### config.mk
export PLATFORM = sky130hd
export DESIGN_NAME = source_token_lexer_flat
export DESIGN_NICKNAME = d
export VERILOG_FILES = /design/src/stl_pkg.sv /design/src/stl_req_if.sv /design/src/stl_rsp_if.sv /design/src/stl_front.sv /design/src/stl_queue.sv /design/src/stl_back.sv /design/src/source_token_lexer.sv /design/src/flat_wrapper.sv
export VERILOG_INCLUDE_DIRS = /design/src /design/src/src
export SDC_FILE = /design/constraint.sdc
export NUM_CORES = 2
export LEC_CHECK = 0
export BUFFER_PORTS_ARGS = -buffer_cell sky130_fd_sc_hd__buf_2
export CORE_MARGIN = 3
export CORE_UTILIZATION = 40
export DETAILED_ROUTE_END_ITERATION = 16
export GPL_ROUTABILITY_DRIVEN = 0
export SLEW_MARGIN = 20
export SYNTH_ARGS = -nofsm -noshare
export SYNTH_HDL_FRONTEND = slang
export SYNTH_HIERARCHICAL = 1
export SYNTH_SLANG_ARGS = --single-unit
### constraint.sdc
create_clock -name clock -period 11.27 [get_ports clock]
set_clock_uncertainty 0.05 [all_clocks]
set_input_delay 1.6905 -clock clock [delete_from_list [all_inputs] [get_ports clock]]
set_output_delay 1.6905 -clock clock [all_outputs]
set_load 0.05 [all_outputs]
### src/assert_macros.svh
// ----------------------------------------------------------------------------
// assert_macros.svh
// assertion macros used by the rtl
// ----------------------------------------------------------------------------
`ifndef ASSERT_MACROS_SVH
`define ASSERT_MACROS_SVH
`ifndef NO_ASSERTIONS
`define ASSERT_SAME(lbl, clk, rst, ante, cons) \
   lbl: assert property (@(posedge clk) disable iff (rst) (ante) |-> (cons)) \
      else $error("assertion failed");
`define ASSERT_NEXT(lbl, clk, rst, ante, cons) \
   lbl: assert property (@(posedge clk) disable iff (rst) (ante) |=> (cons)) \
      else $error("assertion failed");
`else
`define ASSERT_SAME(lbl, clk, rst, ante, cons)
`define ASSERT_NEXT(lbl, clk, rst, ante, cons)
`endif
`endif

### src/stl_pkg.sv
// ----------------------------------------------------------------------------
// stl_pkg
// types, codes and character helpers of the source token lexer
// ----------------------------------------------------------------------------
`timescale 1ns / 1ps
package stl_pkg;

   localparam int OFFSET_BITS_DEF = 20;
   localparam int LINE_BITS_DEF   = 20;
   localparam int COLUMN_BITS_DEF = 16;
   localparam int QUEUE_DEPTH     = 4;
   localparam int QPTR_BITS       = $clog2(QUEUE_DEPTH);
   localparam int MAX_RESULTS     = 3;

   localparam logic [4:0] KIND_EOF     = 5'd0;
   localparam logic [4:0] KIND_NONE    = 5'd0;
   localparam logic [4:0] KIND_IDENT   = 5'd1;
   localparam logic [4:0] KIND_INT     = 5'd2;
   localparam logic [4:0] KIND_FLOAT   = 5'd3;
   localparam logic [4:0] KIND_STRING  = 5'd4;
   localparam logic [4:0] KIND_PLUS    = 5'd5;
   localparam logic [4:0] KIND_MINUS   = 5'd6;
   localparam logic [4:0] KIND_STAR    = 5'd7;
   localparam logic [4:0] KIND_SLASH   = 5'd8;
   localparam logic [4:0] KIND_PERCENT = 5'd9;
   localparam logic [4:0] KIND_LPAREN  = 5'd10;
   localparam logic [4:0] KIND_RPAREN  = 5'd11;
   localparam logic [4:0] KIND_LBRACE  = 5'd12;
   localparam logic [4:0] KIND_RBRACE  = 5'd13;
   localparam logic [4:0] KIND_LBRACK  = 5'd14;
   localparam logic [4:0] KIND_RBRACK  = 5'd15;
   localparam logic [4:0] KIND_SEMI    = 5'd16;
   localparam logic [4:0] KIND_COLON   = 5'd17;
   localparam logic [4:0] KIND_COMMA   = 5'd18;
   localparam logic [4:0] KIND_DOT     = 5'd19;
   localparam logic [4:0] KIND_ASSIGN  = 5'd20;
   localparam logic [4:0] KIND_EQ      = 5'd21;
   localparam logic [4:0] KIND_NOT     = 5'd22;
   localparam logic [4:0] KIND_NE      = 5'd23;
   localparam logic [4:0] KIND_LT      = 5'd24;
   localparam logic [4:0] KIND_LE      = 5'd25;
   localparam logic [4:0] KIND_GT      = 5'd26;
   localparam logic [4:0] KIND_GE      = 5'd27;
   localparam logic [4:0] KIND_ANDAND  = 5'd28;
   localparam logic [4:0] KIND_OROR    = 5'd29;
   localparam logic [4:0] KIND_ILLEGAL = 5'd30;

   localparam logic [1:0] ERR_NONE    = 2'd0;
   localparam logic [1:0] ERR_COMMENT = 2'd1;
   localparam logic [1:0] ERR_STRING  = 2'd2;
   localparam logic [1:0] ERR_CHAR    = 2'd3;

   localparam logic [7:0] CH_NUL    = 8'h00;
   localparam logic [7:0] CH_NL     = 8'h0A;
   localparam logic [7:0] CH_QUOTE  = 8'h22;
   localparam logic [7:0] CH_BSLASH = 8'h5C;
   localparam logic [7:0] CH_UNDER  = 8'h5F;
   localparam logic [7:0] CH_DOT    = 8'h2E;
   localparam logic [7:0] CH_SLASH  = 8'h2F;
   localparam logic [7:0] CH_STAR   = 8'h2A;
   localparam logic [7:0] CH_EQUAL  = 8'h3D;
   localparam logic [7:0] CH_BANG   = 8'h21;
   localparam logic [7:0] CH_LESS   = 8'h3C;
   localparam logic [7:0] CH_MORE   = 8'h3E;
   localparam logic [7:0] CH_AMP    = 8'h26;
   localparam logic [7:0] CH_BAR    = 8'h7C;

   typedef enum logic [3:0] {
      MODE_IDLE, MODE_IDENT, MODE_INT, MODE_INT_DOT, MODE_FLOAT, MODE_STRING,
      MODE_STRING_ESC, MODE_SLASH, MODE_LINE_COMMENT, MODE_BLOCK,
      MODE_BLOCK_STAR, MODE_OP
   } mode_type;

   typedef struct packed {
      logic [4:0]  kind;
      logic [19:0] offset;
      logic [19:0] length;
      logic [19:0] line;
      logic [15:0] column;
      logic [1:0]  err;
      logic [7:0]  ebyte;
   } tok_type;

   typedef struct packed {
      tok_type [MAX_RESULTS-1:0] res;
      logic [1:0]                count;
   } bundle_type;

   typedef struct packed {
      logic full;
      logic empty;
   } qstat_type;

   function automatic logic is_space(input logic [7:0] c);
      return c inside {8'd32, [8'd9:8'd13]};
   endfunction

   function automatic logic is_digit(input logic [7:0] c);
      return c inside {["0":"9"]};
   endfunction

   function automatic logic ident_start(input logic [7:0] c);
      return (c inside {["a":"z"], ["A":"Z"]}) || (c == CH_UNDER);
   endfunction

   function automatic logic ident_part(input logic [7:0] c);
      return ident_start(c) || is_digit(c);
   endfunction

   function automatic logic is_op_start(input logic [7:0] c);
      return c inside {CH_EQUAL, CH_BANG, CH_LESS, CH_MORE, CH_AMP, CH_BAR};
   endfunction

   function automatic logic [4:0] single_kind(input logic [7:0] c);
      logic [4:0] k;
      case (c)
         "+":     k = KIND_PLUS;
         "-":     k = KIND_MINUS;
         "*":     k = KIND_STAR;
         "%":     k = KIND_PERCENT;
         "(":     k = KIND_LPAREN;
         ")":     k = KIND_RPAREN;
         "{":     k = KIND_LBRACE;
         "}":     k = KIND_RBRACE;
         "[":     k = KIND_LBRACK;
         "]":     k = KIND_RBRACK;
         ";":     k = KIND_SEMI;
         ":":     k = KIND_COLON;
         ",":     k = KIND_COMMA;
         CH_DOT:  k = KIND_DOT;
         default: k = KIND_NONE;
      endcase
      return k;
   endfunction

   // one-character kind of an operator lead, none for & and |
   function automatic logic [4:0] op_one(input logic [7:0] p);
      logic [4:0] k;
      case (p)
         CH_EQUAL: k = KIND_ASSIGN;
         CH_BANG:  k = KIND_NOT;
         CH_LESS:  k = KIND_LT;
         CH_MORE:  k = KIND_GT;
         default:  k = KIND_NONE;
      endcase
      return k;
   endfunction

   function automatic logic [4:0] op_two(input logic [7:0] p);
      logic [4:0] k;
      case (p)
         CH_EQUAL: k = KIND_EQ;
         CH_BANG:  k = KIND_NE;
         CH_LESS:  k = KIND_LE;
         CH_MORE:  k = KIND_GE;
         CH_AMP:   k = KIND_ANDAND;
         default:  k = KIND_OROR;
      endcase
      return k;
   endfunction

endpackage

### src/stl_req_if.sv
// ----------------------------------------------------------------------------
// stl_req_if
// source byte channel
// ----------------------------------------------------------------------------
`timescale 1ns / 1ps
interface stl_req_if;
   logic       valid;
   logic       ready;
   logic [7:0] source_byte;
   modport source (output valid, output source_byte, input ready);
   modport sink (input valid, input source_byte, output ready);
endinterface

### src/stl_rsp_if.sv
// ----------------------------------------------------------------------------
// stl_rsp_if
// token channel
// ----------------------------------------------------------------------------
`timescale 1ns / 1ps
interface stl_rsp_if;
   logic        valid;
   logic        ready;
   logic [4:0]  token_kind;
   logic [19:0] token_offset;
   logic [19:0] token_length;
   logic [19:0] token_line;
   logic [15:0] token_column;
   logic [1:0]  error_code;
   logic [7:0]  error_byte;
   logic        last_of_run;
   modport source (output valid, output token_kind, output token_offset,
      output token_length, output token_line, output token_column,
      output error_code, output error_byte, output last_of_run, input ready);
   modport sink (input valid, input token_kind, input token_offset,
      input token_length, input token_line, input token_column,
      input error_code, input error_byte, input last_of_run, output ready);
endinterface

### src/stl_front.sv
// ----------------------------------------------------------------------------
// stl_front
// scanner: a byte a cycle unless full, tracks position, builds tokens it ends
// ----------------------------------------------------------------------------
`timescale 1ns / 1ps
module stl_front #(
   parameter int OFFSET_BITS = stl_pkg::OFFSET_BITS_DEF,
   parameter int LINE_BITS   = stl_pkg::LINE_BITS_DEF,
   parameter int COLUMN_BITS = stl_pkg::COLUMN_BITS_DEF
) (
   input  logic                clock,
   input  logic                reset,
   stl_req_if.sink             req_chan,
   input  stl_pkg::qstat_type  qstat,
   output logic                push,
   output stl_pkg::bundle_type push_data
);

   stl_pkg::mode_type      mode_ff, mode_in;
   logic [OFFSET_BITS-1:0] off_ff, off_in, soff_ff, soff_in, doff_ff, doff_in;
   logic [LINE_BITS-1:0]   line_ff, line_in, sline_ff, sline_in;
   logic [COLUMN_BITS-1:0] col_ff, col_in, scol_ff, scol_in, dcol_ff, dcol_in;
   logic [19:0]            len_ff, len_in;
   logic [7:0]             pend_ff, pend_in;
   logic                   accept;

   function automatic logic [19:0] satl(input logic [19:0] v);
      return (&v) ? v : v + 20'd1;
   endfunction

   function automatic stl_pkg::tok_type mk(input logic [4:0] kind,
      input logic [OFFSET_BITS-1:0] off, input logic [19:0] len,
      input logic [LINE_BITS-1:0] ln, input logic [COLUMN_BITS-1:0] col,
      input logic [1:0] err, input logic [7:0] eb);
      stl_pkg::tok_type t;
      t.kind   = kind;
      t.offset = 20'(off);
      t.length = len;
      t.line   = 20'(ln);
      t.column = 16'(col);
      t.err    = err;
      t.ebyte  = eb;
      return t;
   endfunction

   assign req_chan.ready = !qstat.full;
   assign accept = req_chan.valid && req_chan.ready;

   always_comb begin
      logic [7:0]       c;
      logic             agn, ended, vi, opm;
      logic [1:0]       n;
      stl_pkg::tok_type r0, r1, ri;
      c = req_chan.source_byte;
      agn = 1'b0; ended = 1'b0; vi = 1'b0; n = 2'd0; opm = 1'b0;
      r0 = '0; r1 = '0; ri = '0;
      mode_in = mode_ff; len_in = len_ff; pend_in = pend_ff;
      soff_in = soff_ff; sline_in = sline_ff; scol_in = scol_ff;
      doff_in = doff_ff; dcol_in = dcol_ff;
      case (mode_ff)
         stl_pkg::MODE_IDENT: begin
            if (stl_pkg::ident_part(c)) begin
               len_in = satl(len_ff);
            end else begin
               r0 = mk(stl_pkg::KIND_IDENT, soff_ff, len_ff, sline_ff, scol_ff,
                  stl_pkg::ERR_NONE, 8'd0);
               n = 2'd1; agn = 1'b1;
            end
         end
         stl_pkg::MODE_INT: begin
            if (stl_pkg::is_digit(c)) begin
               len_in = satl(len_ff);
            end else if (c == stl_pkg::CH_DOT) begin
               mode_in = stl_pkg::MODE_INT_DOT;
               doff_in = off_ff; dcol_in = col_ff;
            end else begin
               r0 = mk(stl_pkg::KIND_INT, soff_ff, len_ff, sline_ff, scol_ff,
                  stl_pkg::ERR_NONE, 8'd0);
               n = 2'd1; agn = 1'b1;
            end
         end
         stl_pkg::MODE_INT_DOT: begin
            if (stl_pkg::is_digit(c)) begin
               mode_in = stl_pkg::MODE_FLOAT;
               len_in = satl(satl(len_ff));
            end else begin
               r0 = mk(stl_pkg::KIND_INT, soff_ff, len_ff, sline_ff, scol_ff,
                  stl_pkg::ERR_NONE, 8'd0);
               r1 = mk(stl_pkg::KIND_DOT, doff_ff, 20'd1, sline_ff, dcol_ff,
                  stl_pkg::ERR_NONE, 8'd0);
               n = 2'd2; agn = 1'b1;
            end
         end
         stl_pkg::MODE_FLOAT: begin
            if (stl_pkg::is_digit(c)) begin
               len_in = satl(len_ff);
            end else begin
               r0 = mk(stl_pkg::KIND_FLOAT, soff_ff, len_ff, sline_ff, scol_ff,
                  stl_pkg::ERR_NONE, 8'd0);
               n = 2'd1; agn = 1'b1;
            end
         end
         stl_pkg::MODE_STRING: begin
            if (c == stl_pkg::CH_QUOTE) begin
               r0 = mk(stl_pkg::KIND_STRING, (&soff_ff) ? soff_ff : soff_ff + 1'b1,
                  len_ff, sline_ff, scol_ff, stl_pkg::ERR_NONE, 8'd0);
               n = 2'd1; mode_in = stl_pkg::MODE_IDLE;
            end else if (c == stl_pkg::CH_NUL || c == stl_pkg::CH_NL) begin
               r0 = mk(stl_pkg::KIND_ILLEGAL, soff_ff, 20'd0, sline_ff, scol_ff,
                  stl_pkg::ERR_STRING, 8'd0);
               n = 2'd1; agn = 1'b1;
            end else begin
               len_in = satl(len_ff);
               if (c == stl_pkg::CH_BSLASH) mode_in = stl_pkg::MODE_STRING_ESC;
            end
         end
         stl_pkg::MODE_STRING_ESC: begin
            if (c == stl_pkg::CH_NUL) begin
               r0 = mk(stl_pkg::KIND_ILLEGAL, soff_ff, 20'd0, sline_ff, scol_ff,
                  stl_pkg::ERR_STRING, 8'd0);
               n = 2'd1; agn = 1'b1;
            end else begin
               len_in = satl(len_ff);
               mode_in = stl_pkg::MODE_STRING;
            end
         end
         stl_pkg::MODE_SLASH: begin
            if (c == stl_pkg::CH_SLASH) begin
               mode_in = stl_pkg::MODE_LINE_COMMENT;
            end else if (c == stl_pkg::CH_STAR) begin
               mode_in = stl_pkg::MODE_BLOCK;
            end else begin
               r0 = mk(stl_pkg::KIND_SLASH, soff_ff, 20'd1, sline_ff, scol_ff,
                  stl_pkg::ERR_NONE, 8'd0);
               n = 2'd1; agn = 1'b1;
            end
         end
         stl_pkg::MODE_LINE_COMMENT: begin
            if (c == stl_pkg::CH_NL) mode_in = stl_pkg::MODE_IDLE;
            if (c == stl_pkg::CH_NUL) agn = 1'b1;
         end
         stl_pkg::MODE_BLOCK, stl_pkg::MODE_BLOCK_STAR: begin
            if (c == stl_pkg::CH_NUL) begin
               r0 = mk(stl_pkg::KIND_ILLEGAL, soff_ff, 20'd0, sline_ff, scol_ff,
                  stl_pkg::ERR_COMMENT, 8'd0);
               n = 2'd1; agn = 1'b1;
            end else if (mode_ff == stl_pkg::MODE_BLOCK_STAR && c == stl_pkg::CH_SLASH) begin
               mode_in = stl_pkg::MODE_IDLE;
            end else begin
               mode_in = (c == stl_pkg::CH_STAR) ? stl_pkg::MODE_BLOCK_STAR
                                                 : stl_pkg::MODE_BLOCK;
            end
         end
         stl_pkg::MODE_OP: begin
            opm = (pend_ff == stl_pkg::CH_AMP || pend_ff == stl_pkg::CH_BAR) ?
                  (c == pend_ff) : (c == stl_pkg::CH_EQUAL);
            mode_in = stl_pkg::MODE_IDLE;
            pend_in = 8'd0;
            n = 2'd1;
            if (opm) begin
               r0 = mk(stl_pkg::op_two(pend_ff), soff_ff, 20'd2, sline_ff, scol_ff,
                  stl_pkg::ERR_NONE, 8'd0);
            end else begin
               agn = 1'b1;
               if (stl_pkg::op_one(pend_ff) != stl_pkg::KIND_NONE)
                  r0 = mk(stl_pkg::op_one(pend_ff), soff_ff, 20'd1, sline_ff, scol_ff,
                     stl_pkg::ERR_NONE, 8'd0);
               else
                  r0 = mk(stl_pkg::KIND_ILLEGAL, soff_ff, 20'd0, sline_ff, scol_ff,
                     stl_pkg::ERR_CHAR, pend_ff);
            end
         end
         default: agn = 1'b1;
      endcase

      if (agn) begin
         mode_in = stl_pkg::MODE_IDLE;
         if (c == stl_pkg::CH_NUL) begin
            ri = mk(stl_pkg::KIND_EOF, off_ff, 20'd0, line_ff, col_ff,
               stl_pkg::ERR_NONE, 8'd0);
            vi = 1'b1; ended = 1'b1;
         end else if (stl_pkg::is_space(c)) begin
            vi = 1'b0;
         end else if (c == stl_pkg::CH_SLASH || stl_pkg::ident_start(c) ||
                      stl_pkg::is_digit(c) || c == stl_pkg::CH_QUOTE ||
                      stl_pkg::is_op_start(c)) begin
            soff_in = off_ff; sline_in = line_ff; scol_in = col_ff;
            len_in = 20'd1;
            if (c == stl_pkg::CH_SLASH) begin
               mode_in = stl_pkg::MODE_SLASH;
            end else if (stl_pkg::ident_start(c)) begin
               mode_in = stl_pkg::MODE_IDENT;
            end else if (stl_pkg::is_digit(c)) begin
               mode_in = stl_pkg::MODE_INT;
            end else if (c == stl_pkg::CH_QUOTE) begin
               mode_in = stl_pkg::MODE_STRING;
               len_in = 20'd0;
            end else begin
               mode_in = stl_pkg::MODE_OP;
               pend_in = c;
            end
         end else if (stl_pkg::single_kind(c) != stl_pkg::KIND_NONE) begin
            ri = mk(stl_pkg::single_kind(c), off_ff, 20'd1, line_ff, col_ff,
               stl_pkg::ERR_NONE, 8'd0);
            vi = 1'b1;
         end else begin
            ri = mk(stl_pkg::KIND_ILLEGAL, off_ff, 20'd0, line_ff, col_ff,
               stl_pkg::ERR_CHAR, c);
            vi = 1'b1;
         end
      end

      push_data.res[0] = (n != 2'd0) ? r0 : ri;
      push_data.res[1] = (n == 2'd2) ? r1 : ri;
      push_data.res[2] = ri;
      push_data.count  = n + {1'b0, vi};
      push = accept && (push_data.count != 2'd0);

      if (ended) begin
         mode_in = stl_pkg::MODE_IDLE;
         off_in = '0; line_in = LINE_BITS'(1); col_in = COLUMN_BITS'(1);
         soff_in = '0; sline_in = LINE_BITS'(1); scol_in = COLUMN_BITS'(1);
         len_in = 20'd0; doff_in = '0; dcol_in = COLUMN_BITS'(1); pend_in = 8'd0;
      end else begin
         off_in = (&off_ff) ? off_ff : off_ff + 1'b1;
         if (c == stl_pkg::CH_NL) begin
            line_in = (&line_ff) ? line_ff : line_ff + 1'b1;
            col_in = COLUMN_BITS'(1);
         end else begin
            line_in = line_ff;
            col_in = (&col_ff) ? col_ff : col_ff + 1'b1;
         end
      end
   end

   always_ff @(posedge clock) begin
      if (reset) begin
         mode_ff <= stl_pkg::MODE_IDLE;
         off_ff <= '0; line_ff <= LINE_BITS'(1); col_ff <= COLUMN_BITS'(1);
         soff_ff <= '0; sline_ff <= LINE_BITS'(1); scol_ff <= COLUMN_BITS'(1);
         len_ff <= 20'd0; doff_ff <= '0; dcol_ff <= COLUMN_BITS'(1); pend_ff <= 8'd0;
      end else if (accept) begin
         mode_ff <= mode_in;
         off_ff <= off_in; line_ff <= line_in; col_ff <= col_in;
         soff_ff <= soff_in; sline_ff <= sline_in; scol_ff <= scol_in;
         len_ff <= len_in; doff_ff <= doff_in; dcol_ff <= dcol_in; pend_ff <= pend_in;
      end
   end

endmodule

### src/stl_queue.sv
// ----------------------------------------------------------------------------
// stl_queue
// short queue of token bundles between scanner and output
// ----------------------------------------------------------------------------
`timescale 1ns / 1ps
module stl_queue (
   input  logic                clock,
   input  logic                reset,
   input  logic                push,
   input  stl_pkg::bundle_type push_data,
   input  logic                pop,
   output stl_pkg::bundle_type head,
   output stl_pkg::qstat_type  qstat
);

   stl_pkg::bundle_type              mem_ff [stl_pkg::QUEUE_DEPTH];
   logic [stl_pkg::QPTR_BITS-1:0]    wr_ff, wr_in, rd_ff, rd_in;
   logic [stl_pkg::QPTR_BITS:0]      lvl_ff, lvl_in;

   assign head        = mem_ff[rd_ff];
   assign qstat.full  = (lvl_ff == (stl_pkg::QPTR_BITS+1)'(stl_pkg::QUEUE_DEPTH));
   assign qstat.empty = (lvl_ff == '0);

   always_comb begin
      wr_in  = push ? wr_ff + 1'b1 : wr_ff;
      rd_in  = pop ? rd_ff + 1'b1 : rd_ff;
      lvl_in = lvl_ff + {{stl_pkg::QPTR_BITS{1'b0}}, push}
                      - {{stl_pkg::QPTR_BITS{1'b0}}, pop};
   end

   always_ff @(posedge clock) begin
      if (reset) begin
         wr_ff <= '0; rd_ff <= '0; lvl_ff <= '0;
      end else begin
         wr_ff <= wr_in; rd_ff <= rd_in; lvl_ff <= lvl_in;
      end
   end

   always_ff @(posedge clock) begin
      if (push) mem_ff[wr_ff] <= push_data;
   end

endmodule

### src/stl_back.sv
// ----------------------------------------------------------------------------
// stl_back
// output side: sends the head bundle's words one per ready cycle
// ----------------------------------------------------------------------------
`timescale 1ns / 1ps
module stl_back (
   input  logic                clock,
   input  logic                reset,
   input  stl_pkg::bundle_type head,
   input  stl_pkg::qstat_type  qstat,
   output logic                pop,
   stl_rsp_if.source           rsp_chan
);

   logic [1:0]       idx_ff, idx_in;
   logic             last;
   stl_pkg::tok_type cur;

   always_comb begin
      cur  = head.res[idx_ff];
      last = (idx_ff == head.count - 2'd1);
      rsp_chan.valid        = !qstat.empty;
      rsp_chan.token_kind   = cur.kind;
      rsp_chan.token_offset = cur.offset;
      rsp_chan.token_length = cur.length;
      rsp_chan.token_line   = cur.line;
      rsp_chan.token_column = cur.column;
      rsp_chan.error_code   = cur.err;
      rsp_chan.error_byte   = cur.ebyte;
      rsp_chan.last_of_run  = last;
      pop = rsp_chan.valid && rsp_chan.ready && last;
      if (rsp_chan.valid && rsp_chan.ready)
         idx_in = last ? 2'd0 : idx_ff + 2'd1;
      else
         idx_in = idx_ff;
   end

   always_ff @(posedge clock) begin
      if (reset) begin
         idx_ff <= 2'd0;
      end else begin
         idx_ff <= idx_in;
      end
   end

endmodule

### src/source_token_lexer.sv
// ----------------------------------------------------------------------------
// source_token_lexer
// streaming lexer: one source byte per word in, tokens out
// ----------------------------------------------------------------------------
// channel   dir  payload                                   word
// req_chan  in   source_byte                               one source byte
// rsp_chan  out  token_kind .. error_byte, last_of_run     one token or error
//
// one byte accepted per cycle while the bundle queue has room
// a byte gives zero to three tokens; the output sends one per ready cycle, so
// the output port sets the rate when bytes end tokens back to back
// a byte's tokens are registered in the bundle queue and sent after earlier ones
// synchronous reset returns the scanner to idle at offset 0, line 1, column 1
// ----------------------------------------------------------------------------
`timescale 1ns / 1ps
`include "assert_macros.svh"
module source_token_lexer #(
   parameter int OFFSET_BITS = stl_pkg::OFFSET_BITS_DEF,
   parameter int LINE_BITS   = stl_pkg::LINE_BITS_DEF,
   parameter int COLUMN_BITS = stl_pkg::COLUMN_BITS_DEF
) (
   input  logic      clock,
   input  logic      reset,
   stl_req_if.sink   req_chan,
   stl_rsp_if.source rsp_chan
);

   logic                push, pop;
   stl_pkg::bundle_type push_data, head;
   stl_pkg::qstat_type  qstat;

   stl_front #(
      .OFFSET_BITS(OFFSET_BITS),
      .LINE_BITS  (LINE_BITS),
      .COLUMN_BITS(COLUMN_BITS)
   ) u_front (
      .clock    (clock),
      .reset    (reset),
      .req_chan (req_chan),
      .qstat    (qstat),
      .push     (push),
      .push_data(push_data)
   );

   stl_queue u_queue (
      .clock    (clock),
      .reset    (reset),
      .push     (push),
      .push_data(push_data),
      .pop      (pop),
      .head     (head),
      .qstat    (qstat)
   );

   stl_back u_back (
      .clock   (clock),
      .reset   (reset),
      .head    (head),
      .qstat   (qstat),
      .pop     (pop),
      .rsp_chan(rsp_chan)
   );

   `ASSERT_SAME(a_eof_last, clock, reset,
      rsp_chan.valid && rsp_chan.token_kind == stl_pkg::KIND_EOF, rsp_chan.last_of_run)
   `ASSERT_SAME(a_err_illegal, clock, reset,
      rsp_chan.valid && rsp_chan.error_code != stl_pkg::ERR_NONE,
      rsp_chan.token_kind == stl_pkg::KIND_ILLEGAL)
   `ASSERT_SAME(a_ebyte_char, clock, reset,
      rsp_chan.valid && rsp_chan.error_code != stl_pkg::ERR_CHAR,
      rsp_chan.error_byte == 8'd0)
   `ASSERT_NEXT(a_full_no_push, clock, reset, qstat.full && !pop, !push || !qstat.full)

endmodule

### src/flat_wrapper.sv
// flat-port wrapper written by rule: the top's interface ports become plain ports
module source_token_lexer_flat 
#(
   parameter int OFFSET_BITS = stl_pkg::OFFSET_BITS_DEF,
   parameter int LINE_BITS   = stl_pkg::LINE_BITS_DEF,
   parameter int COLUMN_BITS = stl_pkg::COLUMN_BITS_DEF
)
  (clock, reset, req_chan_valid, req_chan_source_byte, req_chan_ready, rsp_chan_valid, rsp_chan_token_kind, rsp_chan_token_offset, rsp_chan_token_length, rsp_chan_token_line, rsp_chan_token_column, rsp_chan_error_code, rsp_chan_error_byte, rsp_chan_last_of_run, rsp_chan_ready);
  stl_req_if req_chan_i ();
  stl_rsp_if rsp_chan_i ();
  input  logic clock;
  input  logic reset;
  input wire logic [$bits(req_chan_i.valid)-1:0] req_chan_valid;
  input wire logic [$bits(req_chan_i.source_byte)-1:0] req_chan_source_byte;
  output wire logic [$bits(req_chan_i.ready)-1:0] req_chan_ready;
  output wire logic [$bits(rsp_chan_i.valid)-1:0] rsp_chan_valid;
  output wire logic [$bits(rsp_chan_i.token_kind)-1:0] rsp_chan_token_kind;
  output wire logic [$bits(rsp_chan_i.token_offset)-1:0] rsp_chan_token_offset;
  output wire logic [$bits(rsp_chan_i.token_length)-1:0] rsp_chan_token_length;
  output wire logic [$bits(rsp_chan_i.token_line)-1:0] rsp_chan_token_line;
  output wire logic [$bits(rsp_chan_i.token_column)-1:0] rsp_chan_token_column;
  output wire logic [$bits(rsp_chan_i.error_code)-1:0] rsp_chan_error_code;
  output wire logic [$bits(rsp_chan_i.error_byte)-1:0] rsp_chan_error_byte;
  output wire logic [$bits(rsp_chan_i.last_of_run)-1:0] rsp_chan_last_of_run;
  input wire logic [$bits(rsp_chan_i.ready)-1:0] rsp_chan_ready;
  assign req_chan_i.valid = req_chan_valid;
  assign req_chan_i.source_byte = req_chan_source_byte;
  assign req_chan_ready = req_chan_i.ready;
  assign rsp_chan_valid = rsp_chan_i.valid;
  assign rsp_chan_token_kind = rsp_chan_i.token_kind;
  assign rsp_chan_token_offset = rsp_chan_i.token_offset;
  assign rsp_chan_token_length = rsp_chan_i.token_length;
  assign rsp_chan_token_line = rsp_chan_i.token_line;
  assign rsp_chan_token_column = rsp_chan_i.token_column;
  assign rsp_chan_error_code = rsp_chan_i.error_code;
  assign rsp_chan_error_byte = rsp_chan_i.error_byte;
  assign rsp_chan_last_of_run = rsp_chan_i.last_of_run;
  assign rsp_chan_i.ready = rsp_chan_ready;
  source_token_lexer #(.OFFSET_BITS(OFFSET_BITS), .LINE_BITS(LINE_BITS), .COLUMN_BITS(COLUMN_BITS)) u_core (.clock(clock), .reset(reset), .req_chan(req_chan_i), .rsp_chan(rsp_chan_i));
endmodule
* Yosys cells after proc, flatten, opt, wreduce, memory -nomap -nowiden
Memories as Yosys holds them, arrays and structs flattened. A register that Yosys moved wholly into a read port is not among the register bits.
Index checks and enable logic that the tools add are counted.
** Storage, ports and cells
- Register bits :: 189
- Latch bits :: 0
- RAM bits :: 1100
- ROM bits :: 0
- Bits of input ports :: 12
- Logic and storage cells :: 301
- Memories :: 1
** Memory list
- u_core.u_queue.mem_ff :: words 4, bits a word 275, rd ports 1, clocked after Yosys merged registers in 1, write ports 1, RTL line stl_queue.sv:16 : stl_pkg::bundle_type mem_ff [stl_pkg::QUEUE_DEPTH];
** Cells by class
- Add/subtract/negate cells :: 13
- Multipliers :: 0
- Divide/modulo/power cells :: 0
- Order comparisons :: 9
- Equality and inequality tests :: 62
- Shift-type cells :: 0
- Multiplexer cells :: 150
- Bitwise logic cells :: 0
- Reduce and logical (&&, ||, !) cells :: 51
** Operators with widths (number)
- two-way mux 91 bit :: 16
- case mux 91 bit (9 select lines) :: 1
- two-way mux 20 bit :: 33
- two-way mux 88 bit :: 4
- two-way mux 16 bit :: 12
- == test 8 x 6 -> 1 bit (second input constant) :: 23
- binary-select mux 91 bit (select 2 bit) :: 1
- two-way mux 90 bit :: 2
- adder 20 x 1 -> 20 bit (second input constant) :: 5
- case mux 20 bit (5 select lines) :: 1
- AND reduction 20 bit :: 5
- two-way mux 87 bit :: 1
- two-way mux 4 bit :: 21
- two-way mux 8 bit :: 10
- case mux 5 bit (14 select lines) :: 1
- == test 8 x 7 -> 1 bit (second input constant) :: 8
- case mux 4 bit (8 select lines) :: 1
- two-way mux 1 bit :: 31
- two-way mux 5 bit :: 6
- != test 4 bit (second input constant) :: 6
- case mux 4 bit (5 select lines) :: 1
- case mux 5 bit (4 select lines) :: 1
- nonzero test 2 bit :: 9
- adder 16 x 1 -> 16 bit (second input constant) :: 1
- other kinds (45) :: 85

* Logic depth before layout (Yosys ltp)
- Word-level depth :: 19
- Gate-level depth with buffers :: 18

* By module
The synthesis kept the hierarchy.
** By module, submodules not included
- stl_queue :: times used 1, cells an instance 1479, area each 40206.1 um^2, seq. area each 33211.9 um^2
- stl_front :: times used 1, cells an instance 1951, area each 13148.9 um^2, seq. area each 3603.5 um^2
- stl_back :: times used 1, cells an instance 320, area each 2037.0 um^2, seq. area each 40.0 um^2

* Least setup slack after synthesis
Ideal clock, no wire load.
- Path kind :: input-to-reg
- Start :: input port req_chan_source_byte[6]
- End :: memory u_core/u_queue/mem_ff[0][0] (netlist bit), enable pin
- Library setup time :: 0.670 ns
- Arrival time :: 10.786 ns
- Slack :: -0.236 ns
- Stages on the path :: 14
- Buffers on the path :: 3
- Path through :: buf_2 > nor4b_4 > and4_1 > o22ai_1 > o21ai_0 > nand4_1 > nor3b_2 > buf_2 > buf_4 > ha_1 > xor2_1 > nor2_1 > nor2_1 > and2_1
** RTL lines
- start, declared :: RTL line flat_wrapper.sv:14 : input wire logic [$bits(req_chan_i.source_byte)-1:0] req_chan_source_byte;
- end, declared :: RTL line stl_queue.sv:16

==> results by group <==
Floorplanning
  – I/O Pins: 106
  – Die Footprint: 0.1430 mm^2
  – Std-Cell Rows: 135
  – Core ar.: 0.1365 mm^2
  – Initial Util: 40.59%
  – Die Width: 378.1 um
  – Die height: 378.1 um

Clock network
  – Clk Tree Root Cell: clkbuf_16
  – Worst-path clk slew: 0.06 ns
  – Clock Tree Buf Depth: 3
  – TritonCTS Buffers: 121
  – CTS tree: done
  – Clk_lat worst skew: 0.75 ns
  – CTS H-tree depth: 3
  – # Post-CTS Setup Buffers: 0
  – Hold buffer count at CTS: 0
  – Post-cts sizing count: 0
  – Total clock sinks: 1291

Worst setup path
  – Reg2Reg Setup Slack: 4.85 ns
  – Worst r2r src: u_core/u_front/mode_ff[0]
  – Worst Setup End Kind: flip-flop
  – Setup crit start kind: input port
  – Reg2Reg Depth: 12
  – CP required: 11.55 ns
  – Worst EP arrival: 7.54 ns
  – CP max FO: 60
  – Worst setup endpoint: u_core/u_queue/mem_ff[2][99]
  – Worst r2r dst: u_core/u_queue/mem_ff[2][99]
  – Crit path kind: in2reg
  – Worst setup startpoint: req_chan_source_byte[3]

Yosys
  – Most instantiated cells after synthesis: edfxtp_1, nand2_1, o21ai_0
  – Count leader, synth: edfxtp_1
  – Synth Register Bits: 1291
  – Synth area leaders: edfxtp_1, mux4_2, dfxtp_1
  – Seq/Total Area, Yosys: 66.54%
  – Netlist area before placement: 0.05539 mm^2
  – YS warnings: 6
  – Post-synth EDFFs: 1100
  – Synth top area share: 59.63%
  – Most used DFF post-synth: edfxtp_1
  – Synth unique cells: 98
  – Syn avg cell area: 14.77 um^2
  – Mapped Cells: 3750
  – Synth async-reset ratio: 0%
  – Cell accounting for the most synthesized area: edfxtp_1

Drt
  – Total Routed Length: 128700 um
  – DR vias: 32080
  – Vias per inst: 5.646
  – DRT iter0 DRCs: 2993
  – DR pass1 iterations: 5
  – Avg WL per Cell: 22.66 um
  – # DRC: 0
  – Post-route ant nets: 0

Timing
  – Final WS setup: 4.016 ns
  – Fin crit share: 64.36%
  – Slew of the pin with the lowest slew margin: 1.078 ns
  – Final hold slack: 0.4008 ns
  – Slew Limit Headroom: 28.14%
  – RSZ-0062 raised after global routing: false
  – Peak Freq: 0.1379 GHz
  – Final setup fails: 0
  – Setup TNS: 0 ns
  – Final Hold Viols: 0
  – Final Critical Period: 7.254 ns
  – Slew Viols, Final: 0

Power
  – P per Cell Area: 249.7 mW/mm^2
  – Flop pwr share: 42.7%
  – Internal Power: 0.009967 W
  – Lkg Pwr: 20.00 nW
  – Logic pwr share: 30.7%
  – Clock power share: 26.6%
  – Maximum ir drop on the vdd rail: 0.0002561 V
  – Net switching power: 0.005318 W
  – Switching Share: 34.79%

Finish
  – Post-route cell area: 0.06122 mm^2
  – Util after Layout: 44.86%
  – Area Growth Syn to Fin: 10.52%
  – FILL cells: 11970
  – NumNets Final: 3817
  – Share of cells above drive strength 1: 17.31%

Flow run
  – Max-cap violations: 0

Placed design
  – Placement Setup Slack: 3.339 ns
  – Post-DP Area: 0.05722 mm^2
  – PortBufs: 105
  – Post-DP HPWL: 73850 um

Min path
  – Worst hold path class: reg2reg

GRT
  – Largest net degree at the start of global routing: 132
  – Total grt overflow: 0
  – Vias in the first global route: 32050
  – Number of antenna violations at the first check in global routing: 5
  – GRT Total Usage: 17.94%
  – First-pass GRT wire length: 197400 um

Run status
  – Status: finished clean
[final cells by class]
cell class	instances	area [um^2]	area share, %
timing repair buffer	162	1035	1.690
antenna	1	2.502	0.004088
sequential	1291	36870	60.23
multi-input combinational	2131	16780	27.42
inverter	84	315.3	0.5150
clock inverter	72	688.2	1.124
tap	1781	2228	3.640
clock buffer	159	3294	5.381
[cells by family (layout without fill, tap and decap cells)]
kind of cell / Yosys count / count (layout) / share of synthesized area (%)
other: 1 / 39 / 0.006770
buffers and inverters: 365 / 477 / 3.546
adders and majority gates: 14 / 14 / 0.3298
and+or+nand+nor: 1010 / 1010 / 8.739
xor gates and xnor gates: 62 / 62 / 1.007
DFF: 1291 / 1291 / 66.54
muxes: 379 / 379 / 13.07
AOI/OAI and AO/OA: 628 / 628 / 6.761
[layout by cell type, fill, tap and decap left out, drive strengths merged, types with 119 or more instances in the layout]
cell type,netlist,routed
dfxtp,191,191
o21ai,287,287
clkbuf,120,159
nor2,192,192
edfxtp,1100,1100
buf,161,162
mux4,275,275
nand3,119,119
nand2,416,416
a21oi,147,147
[state kept, by name, indices dropped and copies added, names as in the netlist, 3 cells and up, named ones only]
register	cells
u_core/u_queue/mem_ff	1100
u_core/u_front/doff_ff	20
u_core/u_front/len_ff	20
u_core/u_front/line_ff	20
u_core/u_front/off_ff	20
u_core/u_front/sline_ff	20
u_core/u_front/soff_ff	20
u_core/u_front/col_ff	16
u_core/u_front/dcol_ff	16
u_core/u_front/scol_ff	16
u_core/u_front/pend_ff	8
u_core/u_front/mode_ff	4
u_core/u_queue/lvl_ff	3
[worst min-delay path by stage]
stage,from,endpoint,slack [ns],cells after the start
2_1_floorplan,u_core/u_front/scol_ff[10],u_core/u_front/scol_ff[10],0.38,2
3_3_place_gp,u_core/u_front/scol_ff[5],u_core/u_front/scol_ff[5],0.39,2
3_5_place_dp,u_core/u_front/scol_ff[5],u_core/u_front/scol_ff[5],0.39,2
4_1_cts,u_core/u_front/scol_ff[5],u_core/u_front/scol_ff[5],0.40,2
5_1_grt,u_core/u_front/scol_ff[11],u_core/u_front/scol_ff[11],0.42,2
6_report,u_core/u_front/scol_ff[4],u_core/u_front/scol_ff[4],0.40,2
[metal layers]
| layer | track usage (%) | wire length [um] | vias up |
|---|---|---|---|
| met5 | 0 | 0 | - |
| met4 | 5.164 | 2802 | 0 |
| met3 | 2.614 | 7890 | 169 |
| met1 | 25.11 | 56410 | 16430 |
| met2 | 29.26 | 61620 | 997 |
| li1 | - | - | 14480 |
[worst max-delay path, stage by stage]
cell and delay, ns:
buf_2 0.47, nor2b_1 0.45, and4_1 0.35, o22ai_1 0.12, o21ai_0 0.51, nand4_1 0.76, nor3b_4 0.45, ha_1 0.22
xor2_1 0.32, nor2_1 0.08, nor2_1 0.42, and2_4 0.69, buf_4 0.85
[through the flow]
step / std cells / power, W
after global placement: 5449 / 0.01135
after CTS: 5680 / 0.01548
after detailed placement: 5449 / 0.01140
final: 5681 / 0.01528
after floorplan: 3787 / 0.01007
after global routing: 5681 / 0.01600
[power groups by stage]
stage | Clock (W) | Sequential (W) | Combinational (W)
after CTS | 0.00417 | 0.00654 | 0.00478
final | 0.00406 | 0.00653 | 0.00469
after global routing | 0.00436 | 0.00660 | 0.00504
after detailed placement | 0 | 0.00663 | 0.00477
after global placement | 0 | 0.00660 | 0.00475
after floorplan | 0 | 0.00663 | 0.00344
No activity file was read; power rests on OpenSTA's default activity.
